[config.mk]
export PLATFORM = sky130hd
export DESIGN_NAME = tksk_cell
export DESIGN_NICKNAME = d
export VERILOG_FILES = /design/src/rtl/tksk_pkg.sv /design/src/rtl/tksk_cell.sv
export SDC_FILE = /design/constraint.sdc
export NUM_CORES = 1
export LEC_CHECK = 0
export BUFFER_PORTS_ARGS = -buffer_cell sky130_fd_sc_hd__buf_4
export CAP_MARGIN = 25
export CORE_AREA = 2 2 131 133
export DETAILED_ROUTE_END_ITERATION = 6
export DIE_AREA = 0 0 133 135
export PLACE_DENSITY = 0.54
export SLEW_MARGIN = 15
export SYNTH_ARGS = -nofsm -noshare
export SYNTH_HDL_FRONTEND = slang
export SYNTH_SLANG_ARGS = --single-unit
[constraint.sdc]
create_clock -name clk -period 3.65 [get_ports clk]
set_input_delay 0.1825 -clock clk [delete_from_list [all_inputs] [get_ports clk]]
set_output_delay 0.1825 -clock clk [all_outputs]
set_load 0.01 [all_outputs]
[src/rtl/tksk_pkg.sv]
// Package for the top-K smallest keeper: field widths, command and register codes,
// and the structs passed between the top level and the cells.
// No dependencies.
`default_nettype none
package tksk_pkg;

	localparam int unsigned MAX_KEEP_DEF = 64;
	localparam int unsigned VAL_W        = 32;
	localparam int unsigned ATT_W        = 32;
	localparam int unsigned KEEP_W       = 7;
	localparam int unsigned RANK_W       = 6;
	localparam int unsigned CFG_IDX_W    = 2;
	localparam int unsigned S_TDATA_W    = 40;
	localparam int unsigned M_TDATA_W    = 176;

	localparam logic [VAL_W-1:0]  THRESH_RST = '0;
	localparam logic [KEEP_W-1:0] KEEP_RST   = 7'd64;
	localparam logic [ATT_W-1:0]  LIMIT_RST  = '1;
	localparam logic [ATT_W-1:0]  ATT_MAX    = '1;

	typedef enum logic {
		CMD_INSERT = 1'b0,
		CMD_READ   = 1'b1
	} cmd_t;

	typedef enum logic [CFG_IDX_W-1:0] {
		CFG_THRESHOLD = 2'd0,
		CFG_KEEP      = 2'd1,
		CFG_LIMIT     = 2'd2,
		CFG_UNUSED    = 2'd3
	} cfg_idx_t;

	// Broadcast from the control to every cell.
	typedef struct packed {
		logic                    wr_en;
		logic signed [VAL_W-1:0] cand;
		logic [ATT_W-1:0]        stamp;
	} cell_bcast_t;

	// What a cell shows to its right neighbor and to the top level.
	typedef struct packed {
		logic signed [VAL_W-1:0] value;
		logic [ATT_W-1:0]        attempt;
		logic                    ge;
		logic                    raw_ge;
		logic signed [VAL_W-1:0] nxt_value;
		logic [ATT_W-1:0]        nxt_attempt;
	} cell_out_t;

endpackage
`default_nettype wire

[src/rtl/tksk_cell.sv]
// One cell of the sorted insertion row: holds one kept value and its attempt stamp.
// Depends on tksk_pkg.
`default_nettype none
module tksk_cell #(
	parameter int unsigned LIM_W = 7,
	parameter int unsigned INDEX = 0
) (
	input  wire                       clk,
	input  tksk_pkg::cell_bcast_t     bcast,
	input  wire  [LIM_W-1:0]          lim,
	input  tksk_pkg::cell_out_t       prev,
	input  wire                       prev_present,
	output tksk_pkg::cell_out_t       cout
);
	import tksk_pkg::*;

	logic signed [VAL_W-1:0] value_q;
	logic [ATT_W-1:0]        attempt_q;
	logic                    beyond;
	logic                    raw_ge;
	logic                    ge;
	logic                    take_prev;
	logic signed [VAL_W-1:0] nxt_value;
	logic [ATT_W-1:0]        nxt_attempt;

	// Cells at or past the limit count as "not smaller" so the candidate stops there.
	assign beyond    = (LIM_W'(INDEX) >= lim);
	assign raw_ge    = !(value_q < bcast.cand);
	assign ge        = beyond || raw_ge;
	assign take_prev = prev_present && prev.ge;

	always_comb begin
		nxt_value   = value_q;
		nxt_attempt = attempt_q;
		if (bcast.wr_en) begin
			if (take_prev) begin
				nxt_value   = prev.value;
				nxt_attempt = prev.attempt;
			end else if (ge) begin
				nxt_value   = bcast.cand;
				nxt_attempt = bcast.stamp;
			end
		end
	end

	always_ff @(posedge clk) begin
		value_q   <= nxt_value;
		attempt_q <= nxt_attempt;
	end

	assign cout.value       = value_q;
	assign cout.attempt     = attempt_q;
	assign cout.ge          = ge;
	assign cout.raw_ge      = raw_ge;
	assign cout.nxt_value   = nxt_value;
	assign cout.nxt_attempt = nxt_attempt;

endmodule
`default_nettype wire
== Yosys cells after proc, flatten, opt, wreduce, memory -nomap -nowiden ==
Index checks and enable logic that the tools add are counted.

* Bits in registers: 64
* Input port bits: 204
* Output and inout port bits: 130
* Logic and storage cells: 13

* Order comparisons: 2
* Mux-type cells: 6
* Reductions and logical operators: 3

{| class="wikitable"
|+ Operators with widths
! kind !! count
|-
| two-way mux 32 bit || 6
|-
| < comparator 32 bit || 1
|-
| >= comparator 1 x 7 -> 1 bit, first input constant || 1
|-
| logical AND 1 bit || 1
|-
| zero test 1 bit || 1
|-
| logical OR 1 bit || 1
|}

== Depth between registers and ports, before layout ==
* Depth after elaboration: 6
* Depth in mapped cells: 11

== Worst setup path before layout ==
No wires, ideal clock.

* Path kind: flip-flop to output port
* From: register value_q[2]
* To: output port cout[10] in the netlist's numbering
* Data arrival time: 2479 ps
* Required time: 3467 ps
* Path slack: 988 ps
* Stages on the path, launching flop included: 11
* Path buffers: 2
* Cell sequence: dfxtp_1 > ha_1 > a211oi_1 > o21ai_1 > a21oi_4 > o31ai_4 > or3_1 > buf_6 > a41oi_4 > buf_6 > o221a_1

{| class="wikitable"
|+ RTL lines
! what !! RTL line !! RTL
|-
| start: declaration || tksk_cell.sv:17 || <nowiki>logic signed [VAL_W-1:0] value_q;</nowiki>
|-
| start signal: assignment || tksk_cell.sv:47 || <nowiki>value_q <= nxt_value;</nowiki>
|-
| end: declaration || tksk_cell.sv:13 || <nowiki>output tksk_pkg::cell_out_t cout</nowiki>
|}

==> impl_metrics.toml <==
[floorplanning]
core-area_um2 = 16400
dieHeight_um = 135
fp-row-count = 47
die_area_um2 = 18000
dieWidth_um = 133
initial_core_util = 0.220
num_io_pins = 334

[logic_synthesis]
synthTopCellsByArea = "dfxtp_1 (36%), o221a_1 (20%), ha_1 (11%)"
ys_seq_area_frac = 0.356
syn_avg_cell_area_um2 = 9.51
syn_inst = 379
synth_seq_cells = 64
yosys_warnings = 0
synth_ff_type = "dfxtp_1"
synth_common_cells = "dfxtp_1 (64), o221a_1 (64), nand2_1 (46)"
synth_top_area_cell = "dfxtp_1"
synth_nets = 614
syn_area_um2 = 3600
synth_cell_types = 34
synth_top_area_share = 0.356
async_flop_share = 0
synth_edf_count = 0

[sta]
fin_crit_ps = 3490
worstMarginPinSlew_ps = 611
fmax_mhz = 286
fin_worst_skew_ps = 8.34
slew_headroom = 0.591
setup_viol = 0
final_max_slew_viol_count = 0
grt_setup_unrepaired = "yes"
hold_viol_final = 0
whs_ps = 143
layout_setup_ws_ps = 160
fin_crit_sh = 0.956

[global_route]
grtUsageTotal = 0.157
grt_overflow = 0
antenna_found_initial = 0
grt_start_max_net_pins = 36
grt_pass1_wl_um = 22000
grt_pass1_vias = 4248

[cts]
cts.path.max_buffers = 2
cts.sinks = 64
cts_tree = "yes"
clk_transition_reported_paths_ps = 60
cts-root-buf = "clkbuf_16"
clk_latency_ps = 340
cts_max_level = 3
cts_buffers = 9
postCtsHoldBufs = 0

[outcome]
outcome = "finished clean"

[detailed_routing]
ant_nets = 0
top_layer = "met4"
drc = 0
vias_per_cell = 4.73
drtIter0Drc = 172
met1_length_um = 5450
met2_length_um = 7240
dr.pass1.iters = 4
wl_per_cell_um = 16.7
wl_met3_um = 1300
wirelength_um = 14300
vias = 4065

[placement]
port-buffer-count = 268
preCtsSetupSlack_ps = 294
gp_congestion = 0.779
hpwlAfterDp_um = 11000

[critical_path]
rr_startpoint = "value_q[9]"
startpoint_type = "flip-flop"
crit_path_end_kind = "output pin"
crit_fanout = 35
critical_path_class = "flip-flop to output pin"
arrival_ps = 3310
critical_path.startpoint = "value_q[9]"
worstPathRequired_ps = 3470

[power_and_ir_drop]
leakagePower_uw = 0.00278
p_per_area_nw_per_um2 = 751
peakVddDrop_mv = 0.279

[hold_path]
hp-class = "input pin to flip-flop"
hp-start = "bcast[15]"

[layout]
fin_nets = 870
syn_to_final_growth_pct = 68.2
fin_util = 0.369
drive_above_1_share = 0.513
diodes = 0

[flow_run]
drv_cap = 0
==> path summary, 6_finish.rpt <==
check,endpoint,slack (ps),depth (start not counted)
max,cout[1],160,10
min,attempt_q[15],140,2
max reg2reg,attempt_q[1],750,9
min reg2reg,attempt_q[26],570,1
==> worst max-delay path, stage by stage, from the launching register on <==
cell      delay (ps)
dfxtp_1          370
ha_1             260
a21oi_1          150
o21ai_1          100
a221oi_1         380
nor2_1           130
or3_1            530
a41oi_4          240
clkbuf_8         350
o221a_1          300
buf_4            150
==> where the power goes <==
group          total, uW  switching, uW  leakage, uW  internal [uW]
combinational       2470           1160      0.00210           1300
sequential          1250            232     0.000539           1020
clock                831            320     0.000145            512
total               4550           1720      0.00278           2830
==> logic make-up after synthesis <==
logic type               after synthesis  synth area share
flip-flops                            64             0.356
AO/OA/AOI/OAI                        124             0.315
AND/OR/NAND/NOR                      100             0.140
adder cells (fa/ha/maj)               31             0.108
buffers and inverters                 60            0.0813
==> state kept, by name (all words and copies together), names as in the netlist <==
name       flops
attempt_q     32
value_q       32
==> metal layers <==
metal | global-route usage | vias to the layer above
met4 | 0.0669 | 0
met2 | 0.277 | 190
met5 | 0 | -
li1 | - | 1963
met3 | 0.0578 | 22
met1 | 0.170 | 1890
==> cell type report <==
cell class	instances	area (um^2)
Inverter	32	120
Fill cell	1680	10300
Timing Repair Buffer	273	2060
Clock buffer	13	270
Sequential cell	64	1280
Tap cell	220	275
Multi-Input combinational cell	255	2040
Clock inverter	3	15.0
==> per-stage QoR <==
stage	area, um^2	total power [uW]	TNS [ps]	std cells
global route	6060	4840	-362	860
finish	6060	4550	0	860
detailed placement	5760	3740	0	844
floorplan	3600	2420	0	379
CTS	6060	4620	0	860
global placement	5760	3720	0	844
==> timing repair <==
item,4_1_cts,5_1_grt
resized for setup,3,1
endpoints found under the setup margin,33,28
buffers inserted,0,0
==> cells in the final DEF (no fill, tap or decap), drive strengths merged, types with 6 or more instances in the layout <==
cell type / n
a21oi: 13
buf: 272
clkbuf: 14
dfxtp: 64
ha: 31
inv: 32
nand2: 46
o21ai: 6
o221a: 64
o22ai: 32
or2: 32
Note: power is estimated with default switching activity, not from simulation.
